<file path="src/rtl/utf8d_pkg.sv">
// ============================================================================
// UTF-8 decoder package
// Shared types, lead byte constants and decode functions for the decoder.
// ============================================================================
package utf8d_pkg;

  // Default depth of the job queue between the front and the back.
  localparam int unsigned JobQueueDepth = 2;

  localparam logic [7:0]  AsciiLimit  = 8'h80;
  localparam logic [2:0]  Lead2Tag    = 3'h6;
  localparam logic [3:0]  Lead3Tag    = 4'hE;
  localparam logic [4:0]  Lead4Tag    = 5'h1E;
  localparam logic [7:0]  Lead2Mask   = 8'h1F;
  localparam logic [7:0]  ContMask    = 8'h3F;
  localparam logic [7:0]  Lead3Mask   = 8'h0F;
  localparam logic [7:0]  Lead4Mask   = 8'h07;
  localparam logic [20:0] Replacement = 21'h00FFFD;

  // One decode job: the bytes of a closed sequence and how many are valid.
  typedef struct packed {
    logic [3:0][7:0] bytes;
    logic [2:0]      n;
    logic            last;
  } job_t;

  typedef struct packed {
    logic [20:0] cp;
    logic [2:0]  used;
    logic        sub;
  } dec_t;

  typedef struct packed {
    logic        done;
    logic        eor;
    logic        sub;
    logic [2:0]  used;
    logic [20:0] cp;
  } res_t;

  // Sequence length implied by a lead byte, zero for an invalid lead.
  function automatic logic [2:0] lead_len(input logic [7:0] c);
    logic [2:0] len;
    if (c < AsciiLimit) begin
      len = 3'd1;
    end else if (c[7:5] == Lead2Tag) begin
      len = 3'd2;
    end else if (c[7:4] == Lead3Tag) begin
      len = 3'd3;
    end else if (c[7:3] == Lead4Tag) begin
      len = 3'd4;
    end else begin
      len = 3'd0;
    end
    return len;
  endfunction

  // Decodes at the lowest byte of b with avail bytes left in the string.
  function automatic dec_t decode(input logic [31:0] b, input logic [2:0] avail);
    dec_t       r;
    logic [2:0] len;
    logic [7:0] b0;
    logic [7:0] b1;
    logic [7:0] b2;
    logic [7:0] b3;
    b0  = b[7:0];
    b1  = b[15:8] & ContMask;
    b2  = b[23:16] & ContMask;
    b3  = b[31:24] & ContMask;
    len = lead_len(b0);
    r.cp   = Replacement;
    r.used = 3'd1;
    r.sub  = 1'b1;
    if (!(len == 3'd0 || (len > 3'd1 && avail < len))) begin
      r.used = len;
      r.sub  = 1'b0;
      case (len)
        3'd1: r.cp = {13'd0, b0};
        3'd2: r.cp = (21'(b0 & Lead2Mask) << 6) | 21'(b1);
        3'd3: r.cp = (21'(b0 & Lead3Mask) << 12) | (21'(b1) << 6) | 21'(b2);
        default: r.cp = (21'(b0 & Lead4Mask) << 18) | (21'(b1) << 12)
                        | (21'(b2) << 6) | 21'(b3);
      endcase
    end
    return r;
  endfunction

endpackage

</file>
<file path="src/rtl/utf8d_front.sv">
// ============================================================================
// UTF-8 decoder front
// Accepts string bytes, holds an open sequence and issues decode jobs.
// ============================================================================
module utf8d_front (
  input  logic             clk_i,
  input  logic             rst_ni,
  input  logic             in_valid_i,
  input  logic [7:0]       in_byte_i,
  input  logic             in_last_i,
  output logic             in_ready_o,
  input  logic             q_full_i,
  output logic             push_o,
  output utf8d_pkg::job_t  job_o
);
  import utf8d_pkg::*;

  logic [7:0]      held_q [3];
  logic [1:0]      cnt_q, cnt_d;
  logic [3:0][7:0] buf_w;
  logic [2:0]      n;
  logic [2:0]      len;
  logic            hold;
  logic            accept;

  assign in_ready_o = !q_full_i;
  assign accept     = in_valid_i && !q_full_i;

  always_comb begin
    buf_w = '0;
    for (int i = 0; i < 3; i++) begin
      if (2'(i) < cnt_q) begin
        buf_w[i] = held_q[i];
      end
    end
    buf_w[cnt_q] = in_byte_i;
  end

  assign n    = {1'b0, cnt_q} + 3'd1;
  assign len  = lead_len(buf_w[0]);
  // The sequence stays open until its last byte or the end of the string.
  assign hold = !in_last_i && (len != 3'd0) && (n < len);

  assign push_o      = accept && !hold;
  assign job_o.bytes = buf_w;
  assign job_o.n     = n;
  assign job_o.last  = in_last_i;

  always_comb begin
    cnt_d = cnt_q;
    if (accept) begin
      cnt_d = hold ? n[1:0] : 2'd0;
    end
  end

  always_ff @(posedge clk_i or negedge rst_ni) begin
    if (!rst_ni) begin
      cnt_q <= 2'd0;
    end else begin
      cnt_q <= cnt_d;
    end
  end

  always_ff @(posedge clk_i) begin
    if (accept && hold) begin
      held_q[cnt_q] <= in_byte_i;
    end
  end

endmodule

</file>
<file path="src/rtl/utf8d_job_fifo.sv">
// ============================================================================
// UTF-8 decoder job queue
// Short register queue that lets the front and the back stall independently.
// ============================================================================
module utf8d_job_fifo #(
  parameter int unsigned Depth = utf8d_pkg::JobQueueDepth
) (
  input  logic             clk_i,
  input  logic             rst_ni,
  input  logic             push_i,
  input  utf8d_pkg::job_t  data_i,
  output logic             full_o,
  output logic             valid_o,
  input  logic             pop_i,
  output utf8d_pkg::job_t  data_o
);
  import utf8d_pkg::*;

  localparam int unsigned AW = (Depth > 1) ? $clog2(Depth) : 1;
  localparam int unsigned CW = $clog2(Depth + 1);
  localparam logic [AW-1:0] LastIdx = AW'(Depth - 1);
  localparam logic [CW-1:0] Full    = CW'(Depth);

  job_t          mem_q [Depth];
  logic [AW-1:0] wr_q, wr_d, rd_q, rd_d;
  logic [CW-1:0] cnt_q, cnt_d;
  logic          do_push, do_pop;

  assign full_o  = (cnt_q == Full);
  assign valid_o = (cnt_q != '0);
  assign data_o  = mem_q[rd_q];
  assign do_push = push_i && !full_o;
  assign do_pop  = pop_i && valid_o;

  always_comb begin
    wr_d  = wr_q;
    rd_d  = rd_q;
    cnt_d = cnt_q;
    if (do_push) begin
      wr_d = (wr_q == LastIdx) ? '0 : wr_q + AW'(1);
    end
    if (do_pop) begin
      rd_d = (rd_q == LastIdx) ? '0 : rd_q + AW'(1);
    end
    if (do_push && !do_pop) begin
      cnt_d = cnt_q + CW'(1);
    end else if (do_pop && !do_push) begin
      cnt_d = cnt_q - CW'(1);
    end
  end

  always_ff @(posedge clk_i or negedge rst_ni) begin
    if (!rst_ni) begin
      wr_q  <= '0;
      rd_q  <= '0;
      cnt_q <= '0;
    end else begin
      wr_q  <= wr_d;
      rd_q  <= rd_d;
      cnt_q <= cnt_d;
    end
  end

  always_ff @(posedge clk_i) begin
    if (do_push) begin
      mem_q[wr_q] <= data_i;
    end
  end

endmodule

</file>
<file path="src/rtl/utf8d_back.sv">
// ============================================================================
// UTF-8 decoder back
// Decodes queued jobs into code points, one result per cycle unless stalled.
// ============================================================================
module utf8d_back (
  input  logic             clk_i,
  input  logic             rst_ni,
  input  logic             job_valid_i,
  input  utf8d_pkg::job_t  job_i,
  output logic             pop_o,
  output logic             out_valid_o,
  input  logic             out_ready_i,
  output utf8d_pkg::res_t  out_o
);
  import utf8d_pkg::*;

  logic [1:0]  pos_q, pos_d;
  logic [1:0]  k_q, k_d;
  logic        ov_q, ov_d;
  res_t        od_q, od_d;
  logic [31:0] shifted;
  logic [2:0]  avail;
  logic [2:0]  end_pos;
  dec_t        dec;
  logic        fin;
  logic        produce;

  assign shifted = job_i.bytes >> {pos_q, 3'b000};
  assign avail   = job_i.n - {1'b0, pos_q};
  assign dec     = decode(shifted, avail);
  assign end_pos = {1'b0, pos_q} + dec.used;
  // A job ending the string is re-decoded from its next unused byte until done.
  assign fin     = !job_i.last || (end_pos >= job_i.n) || (k_q == 2'd2);
  assign produce = job_valid_i && (!ov_q || out_ready_i);
  assign pop_o   = produce && fin;

  always_comb begin
    pos_d = pos_q;
    k_d   = k_q;
    ov_d  = ov_q;
    od_d  = od_q;
    if (ov_q && out_ready_i) begin
      ov_d = 1'b0;
    end
    if (produce) begin
      ov_d      = 1'b1;
      od_d.cp   = dec.cp;
      od_d.used = dec.used;
      od_d.sub  = dec.sub;
      od_d.eor  = fin;
      od_d.done = fin && job_i.last;
      pos_d     = fin ? 2'd0 : end_pos[1:0];
      k_d       = fin ? 2'd0 : k_q + 2'd1;
    end
  end

  always_ff @(posedge clk_i or negedge rst_ni) begin
    if (!rst_ni) begin
      pos_q <= 2'd0;
      k_q   <= 2'd0;
      ov_q  <= 1'b0;
    end else begin
      pos_q <= pos_d;
      k_q   <= k_d;
      ov_q  <= ov_d;
    end
  end

  always_ff @(posedge clk_i) begin
    od_q <= od_d;
  end

  assign out_valid_o = ov_q;
  assign out_o       = od_q;

endmodule

</file>
<file path="src/rtl/utf8_code_point_decoder.sv">
// ============================================================================
// UTF-8 code point decoder
// Turns a byte stream into Unicode code points, one byte per cycle when not stalled.
// ============================================================================
// The slave stream carries one string byte per transfer in tdata, with tlast
// on the final byte of the string. The master stream carries one code point
// per transfer; tlast marks the final code point of the string.
// A byte is taken every cycle while the job queue has room. A byte that
// closes a sequence (or is an invalid lead) yields its code point on the
// master side through the job queue and the output register; bytes inside
// a sequence yield nothing. A string that ends inside a sequence yields up
// to three results from the final byte, which the back end produces one
// result per cycle while the receiver takes them; meanwhile the queue fills
// and tready may drop. Steady throughput is one byte per cycle while the
// job queue has room. Reset clears the open sequence and empties the queue
// and output register; no clearing pass is needed. When the receiver stalls,
// the output register holds its result, the queue absorbs up to QueueDepth
// more jobs, and then tready goes low until the receiver takes results again.
// ============================================================================
module utf8_code_point_decoder #(
  parameter int unsigned QueueDepth = utf8d_pkg::JobQueueDepth
) (
  input  logic        clk_i,
  input  logic        rst_ni,
  input  logic        s_axis_tvalid,
  output logic        s_axis_tready,
  input  logic [7:0]  s_axis_tdata,   // [7:0] data_byte
  input  logic        s_axis_tlast,   // end_of_string
  output logic        m_axis_tvalid,
  input  logic        m_axis_tready,
  output logic [31:0] m_axis_tdata,   // [20:0] code_point, [23:21] bytes_used,
                                      // [24] end_of_run, [31:25] zero
  output logic        m_axis_tuser,   // [0] substituted
  output logic        m_axis_tlast    // string_done
);
  import utf8d_pkg::*;

  logic q_full;
  logic push;
  logic pop;
  logic job_valid;
  job_t job_in;
  job_t job_out;
  res_t res;

  utf8d_front u_front (
    .clk_i      (clk_i),
    .rst_ni     (rst_ni),
    .in_valid_i (s_axis_tvalid),
    .in_byte_i  (s_axis_tdata),
    .in_last_i  (s_axis_tlast),
    .in_ready_o (s_axis_tready),
    .q_full_i   (q_full),
    .push_o     (push),
    .job_o      (job_in)
  );

  utf8d_job_fifo #(
    .Depth (QueueDepth)
  ) u_fifo (
    .clk_i   (clk_i),
    .rst_ni  (rst_ni),
    .push_i  (push),
    .data_i  (job_in),
    .full_o  (q_full),
    .valid_o (job_valid),
    .pop_i   (pop),
    .data_o  (job_out)
  );

  utf8d_back u_back (
    .clk_i       (clk_i),
    .rst_ni      (rst_ni),
    .job_valid_i (job_valid),
    .job_i       (job_out),
    .pop_o       (pop),
    .out_valid_o (m_axis_tvalid),
    .out_ready_i (m_axis_tready),
    .out_o       (res)
  );

  assign m_axis_tdata = {7'd0, res.eor, res.used, res.cp};
  assign m_axis_tuser = res.sub;
  assign m_axis_tlast = res.done;

  // A substituted result is always the replacement character for one byte.
  a_sub_value: assert property (@(posedge clk_i) disable iff (!rst_ni)
    (m_axis_tvalid && m_axis_tuser) |->
      (m_axis_tdata[20:0] == Replacement && m_axis_tdata[23:21] == 3'd1))
    else $error("substituted result with wrong value");

  // The final byte of a string always issues a decode job.
  a_last_pushes: assert property (@(posedge clk_i) disable iff (!rst_ni)
    (s_axis_tvalid && s_axis_tready && s_axis_tlast) |=> job_valid)
    else $error("final byte did not issue a job");

  // The last result of a string also ends the run of its byte.
  a_done_eor: assert property (@(posedge clk_i) disable iff (!rst_ni)
    (m_axis_tvalid && m_axis_tlast) |-> m_axis_tdata[24])
    else $error("string end without end of run");

endmodule

</file>
<file path="config.mk">
export PLATFORM = sky130hd
export DESIGN_NAME = utf8_code_point_decoder
export DESIGN_NICKNAME = d
export VERILOG_FILES = /design/src/rtl/utf8d_pkg.sv /design/src/rtl/utf8d_front.sv /design/src/rtl/utf8d_job_fifo.sv /design/src/rtl/utf8d_back.sv /design/src/rtl/utf8_code_point_decoder.sv
export SDC_FILE = /design/constraint.sdc
export NUM_CORES = 1
export LEC_CHECK = 0
export BUFFER_PORTS_ARGS = -buffer_cell sky130_fd_sc_hd__buf_2
export CORE_MARGIN = 2
export CORE_UTILIZATION = 60
export DETAILED_ROUTE_END_ITERATION = 16
export GPL_ROUTABILITY_DRIVEN = 1
export PLACE_DENSITY = 0.89
export SYNTH_ARGS = -nofsm -noshare
export SYNTH_HDL_FRONTEND = slang
export SYNTH_SLANG_ARGS = --single-unit
</file>
<file path="constraint.sdc">
create_clock -name clk_i -period 6.35 [get_ports clk_i]
set_clock_uncertainty 0.1 [all_clocks]
set_input_delay 0.9525 -clock clk_i [delete_from_list [all_inputs] [get_ports clk_i]]
set_output_delay 0.9525 -clock clk_i [all_outputs]
set_load 0.02 [all_outputs]
</file>
==> results of run 1 <==
flip-flops by register name, indices dropped and copies added (netlist names):
name and cells:
u_fifo.mem_q 72, u_fifo.wr_q 1, u_back.out_o 27, u_front.held_q 24
u_fifo.cnt_q 2, u_back.pos_q 2, u_back.k_q 2, u_fifo.rd_q 1
u_back.out_valid_o 1, u_front.cnt_q 2
metrics by stage:
stage	setup WS, ns	hold WS (ns)	std cells	utilization (%)	area [µm²]
floorplan	0.723	0.353	486	-	6660
global placement	0.961	0.371	647	64.2	6930
detailed placement	0.660	0.377	647	64.2	6930
CTS	0.556	0.188	678	69.5	7500
global route	0.139	0.209	678	69.5	7500
finish	0.527	0.205	678	69.5	7500
logic make-up after synthesis:
group / after synthesis / share of synthesized area [%]
buffers and inverters: 50 / 3.79
multiplexers: 50 / 11.4
AND/OR/NAND/NOR: 130 / 9.80
other: 1 / 0.0565
flip-flops: 134 / 59.8
AO/OA/AOI/OAI: 90 / 10.6
adder cells (fa/ha/maj): 18 / 3.62
XOR/XNOR: 7 / 0.924
worst max path at each step:
stage | from | to | slack (ns) | cells after the start
5_1_grt | u_back.pos_q[0]$_DFFE_PN0P_ | u_fifo.cnt_q[1]$_DFFE_PN0P_ | 0.14 | 20
2_1_floorplan | u_fifo.rd_q$_DFFE_PN0P_ | u_fifo.cnt_q[1]$_DFFE_PN0P_ | 0.72 | 27
6_report | u_back.pos_q[0]$_DFFE_PN0P_ | u_fifo.cnt_q[1]$_DFFE_PN0P_ | 0.53 | 19
3_3_place_gp | u_back.pos_q[0]$_DFFE_PN0P_ | u_fifo.cnt_q[1]$_DFFE_PN0P_ | 0.96 | 20
3_5_place_dp | u_back.pos_q[0]$_DFFE_PN0P_ | u_fifo.cnt_q[1]$_DFFE_PN0P_ | 0.66 | 19
4_1_cts | u_back.pos_q[0]$_DFFE_PN0P_ | u_fifo.cnt_q[1]$_DFFE_PN0P_ | 0.56 | 19
Yosys cell counts (4+ instances only):
cell       number
o2111ai_1       5
inv_1          22
nand2_1        49
nor2b_1         8
ha_1           16
buf_4          11
o21ai_0        20
mux2_2         12
nand2b_1        8
o221ai_1        5
xor2_1          4
dfrtp_1        11
nand3_1         8
nor2_1         21
nor3_1          4
buf_2           6
clkbuf_1        5
edfxtp_1      123
a21oi_1         9
a22oi_1        11
mux2i_1        17
a22o_1         10
and2_1         12
mux4_2         19
worst reg2reg max path, stage by stage (launching register included):
cell,delay [ns]
dfrtp_1,1.02
mux2_2,0.35
a22o_1,0.41
a31oi_1,0.15
or3_4,0.42
ha_1,0.33
and2_1,0.18
o41ai_4,0.11
a2bb2oi_2,0.18
nand3b_1,0.13
ha_1,0.23
fa_1,0.49
ha_1,0.31
a21oi_1,0.06
o21ai_1,0.35
nand2_1,0.18
ha_1,0.31
xor2_1,0.14
nor2_1,0.15
xor2_1,0.15
cell type report:
type	count	area [µm²]
multi-input combinational	302	2440
clock inverter	12	153
timing repair buffer	47	250
fill	679	3290
clock buffer	19	422
tap	140	175
inverter	24	90.1
sequential	134	3970
routing by layer:
metal	GRT usage (%)	part of all wire, %	vias to the layer above
li1	-	-	1918
met1	33.5	42	2065
met2	39.4	49	202
met3	5.44	6.0	35
met4	11.3	2.7	0
met5	0	0	-
report_power, final:
group / switching, mW / internal, mW / total [mW]
Sequential: 0.150 / 1.32 / 1.47
Combinational: 1.02 / 0.672 / 1.69
Clock: 0.367 / 0.596 / 0.964
cells in the final DEF, fill, tap and decap left out, types with 9 or more instances in the layout:
| cell | count |
|---|---|
| a21oi_1 | 9 |
| a22o_1 | 10 |
| a22oi_1 | 11 |
| and2_1 | 12 |
| buf_2 | 41 |
| clkbuf_16 | 16 |
| dfrtp_1 | 10 |
| edfxtp_1 | 123 |
| ha_1 | 16 |
| inv_1 | 22 |
| mux2_2 | 12 |
| mux2i_1 | 17 |
| mux4_2 | 19 |
| nand2_1 | 49 |
| nor2_1 | 21 |
| o21ai_0 | 20 |
==> impl_metrics.ini, run 1 <==
[outcome]
status = finished, final reports clean

[timing]
period_share_pct = 91.7
slew_headroom_pct = 22.3
tns_ns = 0
hold_viol = 0
setup_viol = 0
final_max_slew_viol_count = 0
fmax_mhz = 172
finalCriticalPeriod_ns = 5.82
tightest_slew_ns = 1.15
rsz0062_at_grt = false

[power_and_ir_drop]
power_leakage_nw = 2.77
ir_drop_v = 0.000251
p_total_mw = 4.12
pwr_density_cell_nw_per_um2 = 550

[routing]
vias_per_cell = 6.22
drtIter0Drc = 374
drc_errors = 0
vias = 4220
wl_per_cell_um = 20.3
wirelength_mm = 13.8
drtPass1Iterations = 5
antenna_left = 0

[grt]
grt_usage_pct = 25.0
grt_pass1_wl_mm = 22.0
grt_max_degree = 37
grt-ovfl-total = 0
antenna_found_initial = 0
grt_pass1_vias = 4108

[cts]
numCtsBuffers = 17
cts.clk_slew.worst_paths_ns = 0.06
cts.sinks = 134
clockBufferDepth = 2
root_buffer = clkbuf_8
cts_setup_buffers = 0
cts_tree = yes
worst_skew_pair.late_latency_ns = 0.53
cts_max_level = 4
cts_hold_buf = 0
cts_resized = 0

[placement]
dp_hpwl_mm = 9.52
gp_congestion = 0.897
io_buffers = 41

[die]
core_area_um2 = 10800
io_pins = 49
num_rows = 38
die-area_um2 = 11900
start_util_pct = 61.5
die_h_um = 109
dieWidth_um = 109

[logic_synthesis]
synthTopCellsByArea = edfxtp_1 56%, mux4_2 6.4%, dfrtp_1 4.1%
synth_warnings = 0
avgSynthCellArea_um2 = 13.8
synth_top_flop_cell = edfxtp_1
synth-async-reset-ratio_pct = 8.21
ys_types = 69
synth_seq_area_share_pct = 59.8
yosysTopAreaCell = edfxtp_1
synth-edff-count = 123
synthCells = 480
syn-cell-area_um2 = 6640
ys_ff_latch = 134
synth_top_area_share_pct = 55.7

[worst_setup_path]
timing.critical_path.mode_cell = ha_1
cp_cell_sequence = mux2_2 -> a22o_1 -> a31oi_1 -> or3_4 -> ha_1 -> and2_1 -> o41ai_4 -> a2bb2oi_2 -> nand3b_1 -> ha_1 -> fa_1 -> ha_1 -> a21oi_1 -> o21ai_1 -> nand2_1 -> ha_1 -> xor2_1 -> nor2_1 -> xor2_1
cp_num_buf_inv = 0
critPathLaunchType = flip-flop
crit_type = reg -> reg
cpPeakStageDelay_ns = 1.02
rr_worst_depth = 19
required_ns = 6.70
cp-end-kind = flip-flop
ff2ff_setup_slack_ns = 0.53
path_max_fanout = 28
r2r_start = u_back.pos_q[0]$_DFFE_PN0P_
slowest_stage = dfrtp_1
cp_data_arrival_time_ns = 6.18
crit_family = adder cells
timing.rr.end = u_fifo.cnt_q[1]$_DFFE_PN0P_

[layout]
antenna_cells = 0
drive_above_1_share_pct = 23.2
fin_nets = 557
area_delta_synth_final_pct = 13.0

[worst_hold_path]
hold_path.class = in -> async

[flow_run]
maxCapViolations = 0
No activity file was read; power rests on OpenSTA's default activity.
==> inputs of run 2 (changes only) <==
ABC_AREA = 1   (was unset)
clock period = 6.61 ns   (was 6.35 ns; I/O delays follow)
==> impl_metrics.ini, run 2 <==
[worst_setup_path]
critPathLaunch = u_back.pos_q[1]$_DFFE_PN0P_
r2r_start = u_back.pos_q[1]$_DFFE_PN0P_
crit_type = reg -> reg
cp-end-kind = flip-flop
rr_worst_depth = 24
critPathLaunchType = flip-flop
path_max_fanout = 23
cp_data_arrival_time_ns = 6.07
required_ns = 6.93

[routing]
drtIter0Drc = 448
vias_per_cell = 5.51
wl_per_cell_um = 15.5
drtPass1Iterations = 5
antenna_left = 0
drc_errors = 0
vias = 4713
wirelength_mm = 13.3

[logic_synthesis]
synthCells = 666
synth-edff-count = 123
syn-cell-area_um2 = 6700
synth_seq_area_share_pct = 59.2
synth_top_area_share_pct = 55.1
ys_types = 44
avgSynthCellArea_um2 = 10.1
synth_common_cells = 164 x nand2_1, 123 x edfxtp_1, 84 x nand3_1
ys_ff_latch = 134
yosysTopAreaCell = edfxtp_1
synth_top_flop_cell = edfxtp_1
synth_warnings = 0
synthTopCellsByArea = edfxtp_1 55%, nand2_1 9.2%, nand3_1 6.3%
synth.most_common_cell = nand2_1
synth-async-reset-ratio_pct = 8.21

[grt]
grt-ovfl-total = 0
grt_pass1_wl_mm = 22.0
grt_pass1_vias = 4520
antenna_found_initial = 0
grt_max_degree = 38
grt_usage_pct = 24.5

[die]
num_rows = 38
start_util_pct = 61.5
core_area_um2 = 10900
dieWidth_um = 110
io_pins = 49
die_h_um = 110
die-area_um2 = 12000

[timing]
fmax_mhz = 174
finalCriticalPeriod_ns = 5.76
final_max_slew_viol_count = 0
setup_viol = 0
tightest_slew_ns = 1.13
whs_ns = 0.226
period_share_pct = 87.1
hold_viol = 0
rsz0062_at_grt = false
slew_headroom_pct = 24.8
tns_ns = 0

[layout]
fin_nets = 733
area_delta_synth_final_pct = 11.7
final_common_cell = nand2_1
drive_above_1_share_pct = 15.9
largest_register_ffs = 72
multi_input_area_um2 = 2210
regMostFlops = u_fifo.mem_q
antenna_cells = 0
final_cell_count_no_fill = 855
most-common-layout-cells = 164 x nand2_1, 123 x edfxtp_1, 84 x nand3_1, 75 x inv_1, 44 x nor2_1
fin_util_pct = 68.7
seq_area_um2 = 3970
nFillCells = 748

[cts]
clockBufferDepth = 2
cts_max_level = 4
numCtsBuffers = 17
cts_tree = yes
cts_setup_buffers = 0
cts_resized = 0
cts.sinks = 134
root_buffer = clkbuf_8
cts.clk_slew.worst_paths_ns = 0.06
worst_skew_pair.late_latency_ns = 0.53
cts_hold_buf = 0

[power_and_ir_drop]
p_total_mw = 4.43
pwr_density_cell_nw_per_um2 = 592
ir_drop_v = 0.000299
power_leakage_nw = 3.21

[placement]
gp_congestion = 0.851
post-place-cells = 823
dp_hpwl_mm = 9.00
io_buffers = 41

[worst_hold_path]
hold_path.class = in -> async

[flow_run]
maxCapViolations = 0

[outcome]
status = finished, final reports clean
==> run 2: changes by cell type after synthesis, moves of 8 or more <==
cell / delta
nand4_1: +8
mux2_2: -12
mux2i_1: -15
nand3_1: +76
nand2_1: +115
nand2b_1: -8
mux4_2: -19
a22oi_1: -11
and2_1: -12
inv_1: +53
o21ai_0: +23
nor2_1: +24
nor2b_1: -8
a22o_1: -10
==> run 2: layout make-up <==
| type | count | share of cell area, % |
|---|---|---|
| well taps | 140 | 2.34 |
| repair buffers | 45 | 3.14 |
| inverters | 80 | 4.01 |
| flip-flops and latches | 134 | 53.0 |
| clock inverters | 15 | 2.36 |
| multi-input cells | 424 | 29.6 |
| clock buffers | 17 | 5.53 |
==> run 2: through the flow <==
stage                     instance area, µm²  worst slack, ns
after CTS                               7480            0.879
after global routing                    7480            0.413
after floorplan                         6720             1.72
after global placement                  6890             1.22
final                                   7480            0.854
after detailed placement                6890            0.927
==> run 2: cells by family after synthesis <==
group                    synth area share, %
AND/OR/NAND/NOR                         22.3
flip-flops                              59.2
buffers and inverters                   8.12
AO/OA/AOI/OAI                           5.92
adder cells (fa/ha/maj)                 3.58
XOR/XNOR                               0.523
multiplexers                           0.299
other                                 0.0560
==> run 2: report_power, final <==
group          total, mW  switching (mW)  internal, mW
logic               2.05            1.43         0.621
clock network      0.939           0.363         0.576
registers           1.45          0.0909          1.36
total               4.43            1.88          2.55
==> run 2: per-layer routing <==
metal / global-route usage [%] / vias to the layer above / part of all wire (%)
li1: - / 2283 / -
met1: 32.2 / 2191 / 42
met2: 39.9 / 219 / 50
met3: 6.82 / 20 / 7.0
met4: 7.50 / 0 / 1.5
met5: 0 / - / 0
==> run 2: worst paths after layout <==
kind,endpoint,slack [ns]
setup / recovery,u_fifo.cnt_q[1]$_DFFE_PN0P_,0.85
hold / removal,u_fifo.cnt_q[0]$_DFFE_PN0P_,0.23
setup reg to reg,u_fifo.cnt_q[1]$_DFFE_PN0P_,0.85
hold reg to reg,u_fifo.wr_q$_DFFE_PN0P_,0.39
max in group asynchronous,u_fifo.rd_q$_DFFE_PN0P_,5.97
min in group clk_i,u_fifo.wr_q$_DFFE_PN0P_,0.39
==> run 2: worst max-delay path, stage by stage (launching register included) <==
cell and delay [ns]:
dfrtp_1 0.87, inv_1 0.55, nand2_1 0.22, nand2_2 0.09
inv_1 0.09, nand2_2 0.08, nor2_2 0.23, inv_1 0.07
ha_1 0.33, a211oi_2 0.28, nand2_4 0.21, nand3b_1 0.17
ha_1 0.18, fa_1 0.45, ha_1 0.29, a21boi_0 0.21
o21ai_0 0.11, nand2_1 0.13, inv_2 0.08, nor2_2 0.12
inv_1 0.06, ha_1 0.32, a21oi_1 0.14, o21ai_0 0.13
xnor2_1 0.14
==> inputs of run 3 (changes only) <==
GPL_ROUTABILITY_DRIVEN = unset   (was 1)
clock period = 6.1 ns   (was 6.61 ns; I/O delays follow)
==> impl_metrics.ini, run 3 (same netlist as run 2, synthesis figures left out) <==
[worst_hold_path]
hold_path.class = in -> async

[placement]
dp_hpwl_mm = 9.09
io_buffers = 41
dpl_cell_area_um2 = 6910
post-place-cells = 825
dp_worst_setup_slack_ns = 0.680
gp_congestion = 0.846

[worst_setup_path]
timing.critical_path.mode_cell = ha_1
cpPeakStageDelay_ns = 0.57
path_max_fanout = 23
required_ns = 6.41
crit_type = reg -> reg
critPathLaunchType = flip-flop
slowest_stage = inv_1
cp_data_arrival_time_ns = 5.87
cp-end-kind = flip-flop
cp_cell_sequence = buf_4 -> inv_1 -> nand3_1 -> nand2_2 -> nand2_2 -> nor2_2 -> inv_1 -> ha_1 -> a211oi_2 -> nand2_4 -> nand3b_1 -> ha_1 -> fa_1 -> ha_1 -> a21boi_0 -> o21ai_0 -> nand2_1 -> inv_2 -> nor2_2 -> inv_1 -> ha_1 -> a21oi_1 -> o21ai_0 -> xnor2_1

[timing]
whs_ns = 0.145
slew_headroom_pct = 24.4
setup_ws_ns = 0.547
setup_viol = 0
rsz0062_at_grt = false
tightest_slew_ns = 1.13
period_share_pct = 91.0
fmax_mhz = 180
finalCriticalPeriod_ns = 5.55
final_max_slew_viol_count = 0
hold_viol = 0
tns_ns = 0

[routing]
vias = 4887
wirelength_mm = 13.7
antenna_left = 0
drtPass1Iterations = 6
vias_per_cell = 5.70
drtIter0Drc = 466
drc_errors = 0
wl_per_cell_um = 15.9

[layout]
final_cell_count_no_fill = 857
nFillCells = 743
area_delta_synth_final_pct = 12.4
largest_register_ffs = 72
fin_nets = 735
fin_util_pct = 69.2
final_common_cell = nand2_1
regMostFlops = u_fifo.mem_q
drive_above_1_share_pct = 16.5
finalInstanceArea_um2 = 7530
antenna_cells = 0
most-common-layout-cells = 164 x nand2_1, 123 x edfxtp_1, 84 x nand3_1, 75 x inv_1, 44 x nor2_1

[cts]
cts.clk_slew.worst_paths_ns = 0.06
cts_setup_buffers = 0
cts_max_level = 4
cts_resized = 0
cts.sinks = 134
cts_tree = yes
cts_hold_buf = 0
root_buffer = clkbuf_8
clockBufferDepth = 2
numCtsBuffers = 17
worst_skew_pair.late_latency_ns = 0.53

[die]
dieWidth_um = 110
num_rows = 38
die_h_um = 110
start_util_pct = 61.5
io_pins = 49
die-area_um2 = 12000
core_area_um2 = 10900

[grt]
grt_pass1_vias = 4557
grt_pass1_wl_mm = 22.1
antenna_found_initial = 0
grt_max_degree = 37
grt_usage_pct = 24.8
grt-ovfl-total = 0

[power_and_ir_drop]
ir_drop_v = 0.000291
power_leakage_nw = 3.24
p_total_mw = 4.88
pwr_density_cell_nw_per_um2 = 648

[flow_run]
maxCapViolations = 0

[outcome]
status = finished, final reports clean
## run 3: changes by cell type in the layout (fill, tap and decap cells not counted), sizes merged
| cell | previous run | this run |
|---|---|---|
| inv | 84 | 81 |
| bufinv | 3 | 4 |
| clkbuf | 17 | 20 |
| clkinvlp | 3 | 2 |
| buf | 45 | 47 |
## run 3: routing by layer
layer	routed length [µm]	GRT usage (%)
met1	5550	30.7
met3	995	6.40
met4	500	14.4
met2	6620	39.5
met5	0	0
## run 3: power by group
part / switching [mW] / total [mW] / internal (mW)
combinational: 1.57 / 2.25 / 0.679
clock: 0.372 / 1.06 / 0.685
sequential: 0.0998 / 1.57 / 1.47
## run 3: path summary, 6_finish.rpt
| kind | slack [ns] | start | depth (start not counted) | to |
|---|---|---|---|---|
| worst max-delay path | 0.55 | u_back.pos_q[1]$_DFFE_PN0P_ | 24 | u_fifo.cnt_q[1]$_DFFE_PN0P_ |
| worst min-delay path | 0.15 | rst_ni | 1 | u_back.out_valid_o$_DFFE_PN0P_ |
| worst max register to register | 0.55 | u_back.pos_q[1]$_DFFE_PN0P_ | 24 | u_fifo.cnt_q[1]$_DFFE_PN0P_ |
| worst min register to register | 0.39 | u_back.k_q[1]$_DFFE_PN0P_ | 2 | u_back.k_q[1]$_DFFE_PN0P_ |
| max in group asynchronous | 5.54 | rst_ni | 1 | u_front.cnt_q[0]$_DFFE_PN0P_ |
| min in group clk_i | 0.39 | u_back.k_q[1]$_DFFE_PN0P_ | 2 | u_back.k_q[1]$_DFFE_PN0P_ |
## run 3: area by class of cell
| cell class | instances | area (µm²) | area share (%) |
|---|---|---|---|
| inverters | 80 | 300 | 3.99 |
| flip-flops and latches | 134 | 3970 | 52.7 |
| well taps | 140 | 175 | 2.33 |
| repair buffers | 47 | 250 | 3.32 |
| clock buffers | 20 | 445 | 5.92 |
| clock inverters | 12 | 176 | 2.34 |
| multi-input cells | 424 | 2210 | 29.4 |
## run 3: critical path: cells and delay by family (launching register included)
kind / cells / cell delay (ns)
simple gates: 8 / 1.37
flops: 1 / 0.35
buf+inv: 5 / 1.00
xor+xnor: 1 / 0.15
fa+ha+maj: 5 / 1.61
compound gates: 5 / 0.83
